File: src/rtl/morse_keying_encoder_defines.svh
// Assertion macros for the Morse keying encoder.
// Included by the RTL modules that carry concurrent checks; no other dependencies.
`ifndef MORSE_KEYING_ENCODER_DEFINES_SVH
`define MORSE_KEYING_ENCODER_DEFINES_SVH
`ifndef NO_ASSERTIONS
`define MKE_ASSERT_SAME(lbl, ante, cons, msg) \
   lbl: assert property (@(posedge clock) disable iff (reset) (ante) |-> (cons)) \
      else $error(msg);
`define MKE_ASSERT_NEXT(lbl, ante, cons, msg) \
   lbl: assert property (@(posedge clock) disable iff (reset) (ante) |=> (cons)) \
      else $error(msg);
`else
`define MKE_ASSERT_SAME(lbl, ante, cons, msg)
`define MKE_ASSERT_NEXT(lbl, ante, cons, msg)
`endif
`endif

File: src/rtl/mke_pkg.sv
// Shared types, code tables and lookup for the Morse keying encoder.
// No dependencies.
`timescale 1ns / 1ps
package mke_pkg;

   localparam int MAX_ELEMS = 5;
   localparam int LEN_W     = 3;

   // elems: first element at the MSB, 1 = dash
   typedef struct packed {
      logic             valid;
      logic [LEN_W-1:0] len;
      logic [MAX_ELEMS-1:0] elems;
   } code_type;

   typedef logic [LEN_W+MAX_ELEMS-1:0] entry_type;

   localparam entry_type LETTER_CODES [26] = '{
      {3'd2, 5'b01000}, {3'd4, 5'b10000}, {3'd4, 5'b10100}, {3'd3, 5'b10000},
      {3'd1, 5'b00000}, {3'd4, 5'b00100}, {3'd3, 5'b11000}, {3'd4, 5'b00000},
      {3'd2, 5'b00000}, {3'd4, 5'b01110}, {3'd3, 5'b10100}, {3'd4, 5'b01000},
      {3'd2, 5'b11000}, {3'd2, 5'b10000}, {3'd3, 5'b11100}, {3'd4, 5'b01100},
      {3'd4, 5'b11010}, {3'd3, 5'b01000}, {3'd3, 5'b00000}, {3'd1, 5'b10000},
      {3'd3, 5'b00100}, {3'd4, 5'b00010}, {3'd3, 5'b01100}, {3'd4, 5'b10010},
      {3'd4, 5'b10110}, {3'd4, 5'b11000}
   };

   localparam entry_type DIGIT_CODES [10] = '{
      {3'd5, 5'b11111}, {3'd5, 5'b01111}, {3'd5, 5'b00111}, {3'd5, 5'b00011},
      {3'd5, 5'b00001}, {3'd5, 5'b00000}, {3'd5, 5'b10000}, {3'd5, 5'b11000},
      {3'd5, 5'b11100}, {3'd5, 5'b11110}
   };

   localparam entry_type AR_CODE = {3'd5, 5'b01010};

   localparam logic [1:0] WORD_GAP_LAST = 2'd3;
   localparam logic [1:0] CHAR_GAP_LAST = 2'd1;
   localparam logic [1:0] DASH_EXTRA    = 2'd2;

   localparam logic [7:0] CH_UPPER_A = 8'h41;
   localparam logic [7:0] CH_UPPER_Z = 8'h5A;
   localparam logic [7:0] CH_LOWER_A = 8'h61;
   localparam logic [7:0] CH_LOWER_Z = 8'h7A;
   localparam logic [7:0] CH_DIGIT_0 = 8'h30;
   localparam logic [7:0] CH_DIGIT_9 = 8'h39;

   function automatic code_type lookup_code(input logic [7:0] b);
      code_type   c;
      logic [7:0] idx;
      c   = '0;
      idx = '0;
      if (b inside {[CH_UPPER_A:CH_UPPER_Z]}) begin
         idx = b - CH_UPPER_A;
         c   = {1'b1, LETTER_CODES[idx[4:0]]};
      end else if (b inside {[CH_LOWER_A:CH_LOWER_Z]}) begin
         idx = b - CH_LOWER_A;
         c   = {1'b1, LETTER_CODES[idx[4:0]]};
      end else if (b inside {[CH_DIGIT_0:CH_DIGIT_9]}) begin
         idx = b - CH_DIGIT_0;
         c   = {1'b1, DIGIT_CODES[idx[3:0]]};
      end
      return c;
   endfunction

endpackage

File: src/rtl/morse_keying_encoder.sv
// Top level of the Morse keying encoder: code lookup, element sequencer and output register.
// Depends on mke_pkg and morse_keying_encoder_defines.svh.
`timescale 1ns / 1ps
`include "morse_keying_encoder_defines.svh"
// One word in (a text byte or an end mark), one keying bit out per cycle while the result
// side takes it. The element sequencer emits at most one bit a cycle. A character keys
// 4 word-gap bits when a separator run lay between it and an earlier character, then 2
// bits per dot and 4 per dash, then 2 char-gap bits; 4 to 26 bits in all. A separator
// byte emits nothing. An end mark keys AR (16 bits) and clears the word-gap state. The
// input is ready only while the sequencer is idle; the last bit of a character may still
// sit in the output register then.
module morse_keying_encoder
   import mke_pkg::*;
(
   input  logic       clock,
   input  logic       reset,
   input  logic       req_valid,
   output logic       req_ready,
   input  logic [7:0] req_text_byte,
   input  logic       req_end_of_text,
   output logic       rsp_valid,
   input  logic       rsp_ready,
   output logic       rsp_key_bit,
   output logic       rsp_run_last,
   output logic       rsp_message_done
);

   localparam logic [2:0] ST_IDLE  = 3'd0;
   localparam logic [2:0] ST_GAP   = 3'd1;
   localparam logic [2:0] ST_MARK  = 3'd2;
   localparam logic [2:0] ST_SPACE = 3'd3;
   localparam logic [2:0] ST_TAIL  = 3'd4;

   logic [2:0]           state_ff, state_in;
   logic [1:0]           cnt_ff, cnt_in;
   logic [MAX_ELEMS-1:0] elems_ff, elems_in;
   logic [LEN_W-1:0]     len_ff, len_in;
   logic                 eot_ff, eot_in;
   logic                 seen_ff, seen_in;
   logic                 pend_ff, pend_in;
   logic                 out_valid_ff, out_valid_in;
   logic                 out_key_ff, out_key_in;
   logic                 out_last_ff, out_last_in;
   logic                 out_done_ff, out_done_in;

   code_type  code;
   entry_type ld;
   logic      accept;
   logic      adv;
   logic      emit;
   logic      emit_bit;
   logic      emit_last;

   assign accept = req_valid && req_ready;
   assign adv    = !out_valid_ff || rsp_ready;
   assign code   = lookup_code(req_text_byte);
   assign ld     = req_end_of_text ? AR_CODE : {code.len, code.elems};

   always_comb begin
      state_in  = state_ff;
      cnt_in    = cnt_ff;
      elems_in  = elems_ff;
      len_in    = len_ff;
      eot_in    = eot_ff;
      seen_in   = seen_ff;
      pend_in   = pend_ff;
      emit      = 1'b0;
      emit_bit  = 1'b0;
      emit_last = 1'b0;
      case (state_ff)
         ST_IDLE: begin
            if (accept) begin
               if (req_end_of_text || code.valid) begin
                  len_in   = ld[LEN_W+MAX_ELEMS-1:MAX_ELEMS];
                  elems_in = ld[MAX_ELEMS-1:0];
                  eot_in   = req_end_of_text;
                  if (!req_end_of_text && seen_ff && pend_ff) begin
                     state_in = ST_GAP;
                     cnt_in   = WORD_GAP_LAST;
                  end else begin
                     state_in = ST_MARK;
                     cnt_in   = ld[MAX_ELEMS-1] ? DASH_EXTRA : 2'd0;
                  end
                  seen_in = !req_end_of_text;
                  pend_in = 1'b0;
               end else if (seen_ff) begin
                  pend_in = 1'b1;
               end
            end
         end
         ST_GAP: begin
            if (adv) begin
               emit = 1'b1;
               if (cnt_ff == 2'd0) begin
                  state_in = ST_MARK;
                  cnt_in   = elems_ff[MAX_ELEMS-1] ? DASH_EXTRA : 2'd0;
               end else begin
                  cnt_in = cnt_ff - 2'd1;
               end
            end
         end
         ST_MARK: begin
            if (adv) begin
               emit     = 1'b1;
               emit_bit = 1'b1;
               if (cnt_ff == 2'd0) begin
                  state_in = ST_SPACE;
               end else begin
                  cnt_in = cnt_ff - 2'd1;
               end
            end
         end
         ST_SPACE: begin
            if (adv) begin
               emit = 1'b1;
               if (len_ff == LEN_W'(1)) begin
                  state_in = ST_TAIL;
                  cnt_in   = CHAR_GAP_LAST;
               end else begin
                  state_in = ST_MARK;
                  elems_in = {elems_ff[MAX_ELEMS-2:0], 1'b0};
                  len_in   = len_ff - LEN_W'(1);
                  cnt_in   = elems_ff[MAX_ELEMS-2] ? DASH_EXTRA : 2'd0;
               end
            end
         end
         ST_TAIL: begin
            if (adv) begin
               emit = 1'b1;
               if (cnt_ff == 2'd0) begin
                  emit_last = 1'b1;
                  state_in  = ST_IDLE;
               end else begin
                  cnt_in = cnt_ff - 2'd1;
               end
            end
         end
         default: begin
            state_in = ST_IDLE;
         end
      endcase
   end

   always_comb begin
      out_valid_in = out_valid_ff;
      out_key_in   = out_key_ff;
      out_last_in  = out_last_ff;
      out_done_in  = out_done_ff;
      if (emit) begin
         out_valid_in = 1'b1;
         out_key_in   = emit_bit;
         out_last_in  = emit_last;
         out_done_in  = emit_last && eot_ff;
      end else if (rsp_ready) begin
         out_valid_in = 1'b0;
      end
   end

   always_ff @(posedge clock) begin
      if (reset) begin
         state_ff     <= ST_IDLE;
         seen_ff      <= 1'b0;
         pend_ff      <= 1'b0;
         out_valid_ff <= 1'b0;
      end else begin
         state_ff     <= state_in;
         seen_ff      <= seen_in;
         pend_ff      <= pend_in;
         out_valid_ff <= out_valid_in;
      end
   end

   always_ff @(posedge clock) begin
      cnt_ff      <= cnt_in;
      elems_ff    <= elems_in;
      len_ff      <= len_in;
      eot_ff      <= eot_in;
      out_key_ff  <= out_key_in;
      out_last_ff <= out_last_in;
      out_done_ff <= out_done_in;
   end

   assign req_ready        = (state_ff == ST_IDLE);
   assign rsp_valid        = out_valid_ff;
   assign rsp_key_bit      = out_key_ff;
   assign rsp_run_last     = out_last_ff;
   assign rsp_message_done = out_done_ff;

   `MKE_ASSERT_NEXT(a_eot_no_gap, accept && req_end_of_text, state_ff == ST_MARK, "gap before AR")
   `MKE_ASSERT_SAME(a_gap_needs_seen, state_ff == ST_GAP, seen_ff, "word gap without a character")
   `MKE_ASSERT_SAME(a_done_is_last, rsp_valid && rsp_message_done, rsp_run_last, "done not last")
   `MKE_ASSERT_SAME(a_mark_not_last, rsp_valid && rsp_key_bit, !rsp_run_last, "word ends on tone")

endmodule
File: config.mk
export PLATFORM = sky130hd
export DESIGN_NAME = morse_keying_encoder
export DESIGN_NICKNAME = d
export VERILOG_FILES = /design/src/rtl/mke_pkg.sv /design/src/rtl/morse_keying_encoder.sv
export VERILOG_INCLUDE_DIRS = /design/src /design/src/rtl
export SDC_FILE = /design/constraint.sdc
export NUM_CORES = 1
export LEC_CHECK = 0
export BUFFER_PORTS_ARGS = -buffer_cell sky130_fd_sc_hd__buf_2
export CELL_PAD_IN_SITES_DETAIL_PLACEMENT = 1
export CELL_PAD_IN_SITES_GLOBAL_PLACEMENT = 1
export CORE_ASPECT_RATIO = 1.2
export CORE_MARGIN = 5
export CORE_UTILIZATION = 48
export DETAILED_ROUTE_END_ITERATION = 6
export PLACE_DENSITY = 0.93
export SYNTH_ARGS = -nofsm -noshare
export SYNTH_HDL_FRONTEND = slang
export SYNTH_SLANG_ARGS = --single-unit
File: constraint.sdc
create_clock -name clock -period 6.2 [get_ports clock]
set_input_delay 0.62 -clock clock [delete_from_list [all_inputs] [get_ports clock]]
set_output_delay 0.62 -clock clock [all_outputs]
set_load 0.01 [all_outputs]
After elaboration in Yosys (flattened, before gate mapping)
Memories as Yosys holds them, arrays and structs flattened.
Index checks and enable logic that the tools add are counted.
{"block": "totals", "ff_bits": 20, "romBits": 640, "inputBits": 13, "out_inout_bits": 5, "word_cells": 126, "n_memories": 3}
{"block": "op_classes", "addsub": 5, "order_cmp": 9, "eq_ne": 17, "n_mux": 54, "n_bitwise": 3, "reduce_logical": 24}
{"memory": "(no name shown)", "words": 32, "word_bits": 8, "read_ports": 1, "rd_clocked_by_memory_dff": 0, "wr": 0, "line_no": "mke_pkg.sv:57", "source": "c = {1'b1, LETTER_CODES[idx[4:0]]};"}
{"memory": "(no name shown)", "words": 32, "word_bits": 8, "read_ports": 1, "rd_clocked_by_memory_dff": 0, "wr": 0, "line_no": "mke_pkg.sv:54", "source": "c = {1'b1, LETTER_CODES[idx[4:0]]};"}
{"memory": "(no name shown)", "words": 16, "word_bits": 8, "read_ports": 1, "rd_clocked_by_memory_dff": 0, "wr": 0, "line_no": "mke_pkg.sv:60", "source": "c = {1'b1, DIGIT_CODES[idx[3:0]]};"}
{"cell": "$mux W8", "n": 7}
{"cell": "$mux W3", "n": 14}
{"cell": "$mux W9", "n": 3}
{"cell": "$mux W2", "n": 13}
{"cell": "$mux W5", "n": 4}
{"cell": "$ne A2 B2 Y1 const B", "n": 9}
{"cell": "$ge A8 B7 Y1 const B", "n": 2}
{"cell": "$le A8 B7 Y1 const B", "n": 2}
{"cell": "$pmux W3 S5", "n": 1}
{"cell": "$ge A6 B6 Y1 const B", "n": 2}
{"cell": "$not A5 Y6", "n": 2}
{"cell": "$pmux W5 S2", "n": 1}
{"cell": "$sub A5 B1 Y5 const B", "n": 2}
{"cell": "$mux W1", "n": 9}
{"cell": "$reduce_and A9 Y1", "n": 1}
{"cell": "$ge A8 B6 Y1 const B", "n": 1}
{"cell": "$le A8 B6 Y1 const B", "n": 1}
{"cell": "$pmux W2 S4", "n": 1}
{"cell": "$logic_and A1 B1 Y1", "n": 7}
{"cell": "$reduce_and A7 Y1", "n": 1}
{"cell": "$eq A3 B1 Y1 const B", "n": 2}
{"cell": "$eq A3 B2 Y1 const B", "n": 2}
{"cell": "$ne A2 B1 Y1 const B", "n": 3}
{"cell": "$pmux W3 S2", "n": 1}
{"cell": "other kinds (16)", "n": 21}

Longest topological paths before layout
{"block": "logic_depth", "ltp_word": 14, "ltp_mapped": 11, "ltp_nobuf": 8}

Worst setup path before layout
Ideal clock, no wire load.
{"block": "synth_path", "path_kind": "in2reg", "startpoint": "input port req_text_byte[0]", "endpoint": "register elems_ff[0], enable pin", "setup_ps": 377, "arrival_ps": 2880, "required_ps": 5823, "path_slack_ps": 2943, "cell_stages": 11, "n_path_buf": 3, "path_cell_list": "buf_4 clkbuf_1 inv_1 ha_1 buf_6 nor3b_4 nand2_1 o21ai_2 nor2_1 o31a_1 a2bb2oi_1"}
{"block": "synth_via", "elab_chain_len": 8, "word_cells_on_any_way": 15, "classes_between": "order compare (6); eq/ne (1); mux (3); reduce/logical (5)"}
{"item": "start, declared", "line_no": "morse_keying_encoder.sv:19", "source": "input logic [7:0] req_text_byte,"}
{"item": "$ge A8 B6 Y1 or $le A8 B6 Y1 (tied branches)", "line_no": "mke_pkg.sv:58", "source": "end else if (b inside {[CH_DIGIT_0:CH_DIGIT_9]}) begin"}
{"item": "$logic_and A1 B1 Y1", "line_no": "mke_pkg.sv:58"}
{"item": "$mux W9", "line_no": "mke_pkg.sv:58"}
{"item": "$mux W9", "line_no": "mke_pkg.sv:55", "source": "end else if (b inside {[CH_LOWER_A:CH_LOWER_Z]}) begin"}
{"item": "$mux W9 *", "line_no": "mke_pkg.sv:52", "source": "if (b inside {[CH_UPPER_A:CH_UPPER_Z]}) begin"}
{"item": "$logic_or A1 B1 Y1 *", "line_no": "morse_keying_encoder.sv:73", "source": "if (req_end_of_text || code.valid) begin"}
{"item": "$ne A2 B1 Y1 (no source line) *"}
{"item": "$reduce_and A5 Y1 (no source line) *"}
{"item": "end signal, assigned", "line_no": "morse_keying_encoder.sv:175", "source": "elems_ff <= elems_in;"}
{"item": "end, declared", "line_no": "morse_keying_encoder.sv:36", "source": "logic [MAX_ELEMS-1:0] elems_ff, elems_in;"}
Mark *: on every way between the ends. The rest lies on a longest branch, timed or not.
A chain may end at the register's enable or synchronous reset.

Worst setup path after layout
{"block": "layout_path", "startpoint": "input port req_text_byte[0]", "endpoint": "register len_ff[1], enable pin"}
{"block": "layout_via", "elab_chain_len": 8, "word_cells_on_any_way": 15, "classes_between": "order compare (6); eq/ne (1); mux (3); reduce/logical (5)"}
{"item": "$ge A8 B6 Y1 or $le A8 B6 Y1 (tied branches)", "line_no": "mke_pkg.sv:58"}
{"item": "$logic_and A1 B1 Y1", "line_no": "mke_pkg.sv:58"}
{"item": "$mux W9", "line_no": "mke_pkg.sv:58"}
{"item": "$mux W9", "line_no": "mke_pkg.sv:55"}
{"item": "$mux W9 *", "line_no": "mke_pkg.sv:52"}
{"item": "$logic_or A1 B1 Y1 *", "line_no": "morse_keying_encoder.sv:73"}
{"item": "$ne A2 B1 Y1 (no source line) *"}
{"item": "$reduce_and A5 Y1 (no source line) *"}
{"item": "end signal, assigned", "line_no": "morse_keying_encoder.sv:176", "source": "len_ff <= len_in;"}
{"item": "end, declared", "line_no": "morse_keying_encoder.sv:37", "source": "logic [LEN_W-1:0] len_ff, len_in;"}
Marks and branches as above.

==> run metrics <==
Fin. Hold Viols=0; crit path DAT=approximately 3300 ps; Startpoint Class=primary input; Syn Nets=259; Synth warnings=0; via/cell ratio=~6.0; vias=~1800; Synth Flop Type=edfxtp_1; row cnt=25; final setup violation count=0; htree depth=1; Total Routing Usage GR=0.209; CTS-repair resized insts=0; worst path cell trace=buf_2 -> inv_1 -> ha_1 -> nor3b_4 -> nand2_1 -> o21ai_2 -> nor2_1 -> o31a_1 -> a2bb2oi_1; Ports=18; Die Y=approximately 79 um; ant diodes=0; EDFF count, synth=14; Clock Skew=between 3 and 4 ps; Synth Area in Simple Gates=0.261; CTS Buf Count=3; largest family of logic cells by synthesized area=compound AO/OA/AOI/OAI gates; Max-cap violations=0; remaining antenna violation count=0; Worst path slowest cell=a2bb2oi_1; setup_tns=0 ps; worst-path maximum fanout=22; initial core utilization=0.487; Clock Sinks=20; number of port buffers=17; P_leak=just under 0.8 nW; # DRC=0; Post-Synth Adder-Cell Area=0.0781; cts hold-fix bufs=0; Synth cell types=58; CTS Buffer Depth=2; Synth Register Bits=20; CTS tree=done; total gr overflow=0; final worst-path cycle share=0.544; CP Data Required Time=between 6000 and 7000 ps; sequential share of the synthesized area=0.286; Synth Instances=235; final slew viol count=0; clk slew on worst S/H paths=70 ps; most frequent cells in the layout=nand2_1 (24), nor2_1 (22), o21ai_0 (20); post-synthesis mux area share=0.00596; Setup Fix Bufs, Post-CTS=0; Slew HR=0.498; slew at the pin closest to its max-slew limit=between 700 and 800 ps; pin count of the biggest net entering global routing=23; vias in the first global route=1877; drt first-iter violations=approximately 120; XOR/XNOR share of the synthesized area=0.0443; mean routed wirelength per cell=roughly 17 um; CP max stage delay=about 660 ps; Layout fillers=a little over 500; RSZ-0062 raised after global routing=false; PD cells=216 mW/mm2; mean area per synthesized cell=just over 8 um2; synthesized area=0.00189 mm2; status=finished, final reports clean; Worst Setup Path Type=primary input to flip-flop; Critical Path End Type=flip-flop; f_max=between 0.2 and 0.3 GHz; Compound-Gate Fraction of Synth Area=0.262; ratio of cells with drive above 1 in the final layout=0.131; worst skew pair latency=approximately 260 ps; placed cells=between 200 and 300; Die Footprint=0.00530 mm2; fin crit period=approximately 3400 ps; Area growth, synth to finish=6.75%; worst vdd ir=approximately 0.073 mV; core area=0.00388 mm2; Post-synth ARST share=0; GPL Wtd Cong=around 0.95; root buffer cell=clkbuf_8; initial antenna violation count=0; Hold Crit Class=flip-flop to flip-flop; Initial DRT Pass Iterations=4; most common cell after layout, fill and taps aside=nand2_1; first-pass GRT wire length=~8.7 mm; non-filler cells, final=298; nets=around 270; Die W=a little under 70 um; final wirelength=4.97 mm; DP HPWL=3.91 mm
## critical path: cells and delay by family
kind	cells	cell delay [ps]
adder cells (fa/ha/maj)	1	380
AO/OA/AOI/OAI	3	1030
buffers and inverters	2	490
AND/OR/NAND/NOR	3	750
## Yosys cell counts (all sizes together) (5+ instances only)
cell	number	share of area
ha	11	0.073
a21oi	20	0.055
nor3	7	0.027
clkbuf	5	0.011
edfxtp	14	0.22
buf	7	0.026
inv	13	0.026
nor2b	7	0.023
nor2	22	0.044
nand2	24	0.048
xnor2	5	0.031
nand2b	8	0.026
a31oi	5	0.017
nand3	5	0.013
dfxtp	6	0.064
o21ai	21	0.058
## layer usage
metal | part of all wire | track usage
met3 | 0.033 | 0.0170
met1 | 0.40 | 0.239
met5 | 0 | 0
met2 | 0.53 | 0.377
met4 | 0.033 | 0.105
## per-stage QoR
stage	power, mW	instance area [um2]	worst slack (ps)	hold slack, ps	util
floorplan	0.304	1890	2940	463	-
global placement	0.344	1970	2610	476	0.509
detailed placement	0.350	1970	2510	504	0.509
CTS	0.438	2020	2780	521	0.520
global route	0.469	2020	2500	543	0.520
finish	0.437	2020	2830	519	0.520
## area by class of cell
type / instances / area (um2) / share of cell area
clock buffers: 3 / 41.3 / 0.0205
inverters: 13 / 48.8 / 0.0242
repair buffers: 17 / 85.1 / 0.0422
multi-input cells: 190 / 1230 / 0.610
clock inverters: 1 / 3.75 / 0.00186
well taps: 54 / 67.6 / 0.0335
flip-flops and latches: 20 / 541 / 0.268
## final timing paths
path                                       start        end  slack (ps)  cells after the start
worst min register to register           seen_ff    seen_ff         520                      1
worst min-delay path                     seen_ff    seen_ff         520                      1
worst max register to register       state_ff[2]  len_ff[1]        3750                      4
worst max-delay path            req_text_byte[0]  len_ff[1]        2830                      9
## sequential cells by signal (all words and copies together), names as in the netlist
signal	flops
seen_ff	1
cnt_ff	2
rsp_message_done	1
len_ff	3
rsp_valid	1
eot_ff	1
rsp_run_last	1
pend_ff	1
rsp_key_bit	1
state_ff	3
elems_ff	5
## cells by family (layout without fill, tap and decap cells)
family | after synthesis | in the layout
XOR/XNOR | 7 | 7
adder cells (fa/ha/maj) | 12 | 12
AO/OA/AOI/OAI | 77 | 77
multiplexers | 1 | 1
flip-flops | 20 | 20
AND/OR/NAND/NOR | 93 | 93
buffers and inverters | 25 | 34
## power breakdown
group	switching, mW	internal (mW)
clock network	0.0443	0.0442
logic	0.106	0.0622
registers	0.0128	0.168
(Power assumes the default switching activity.)
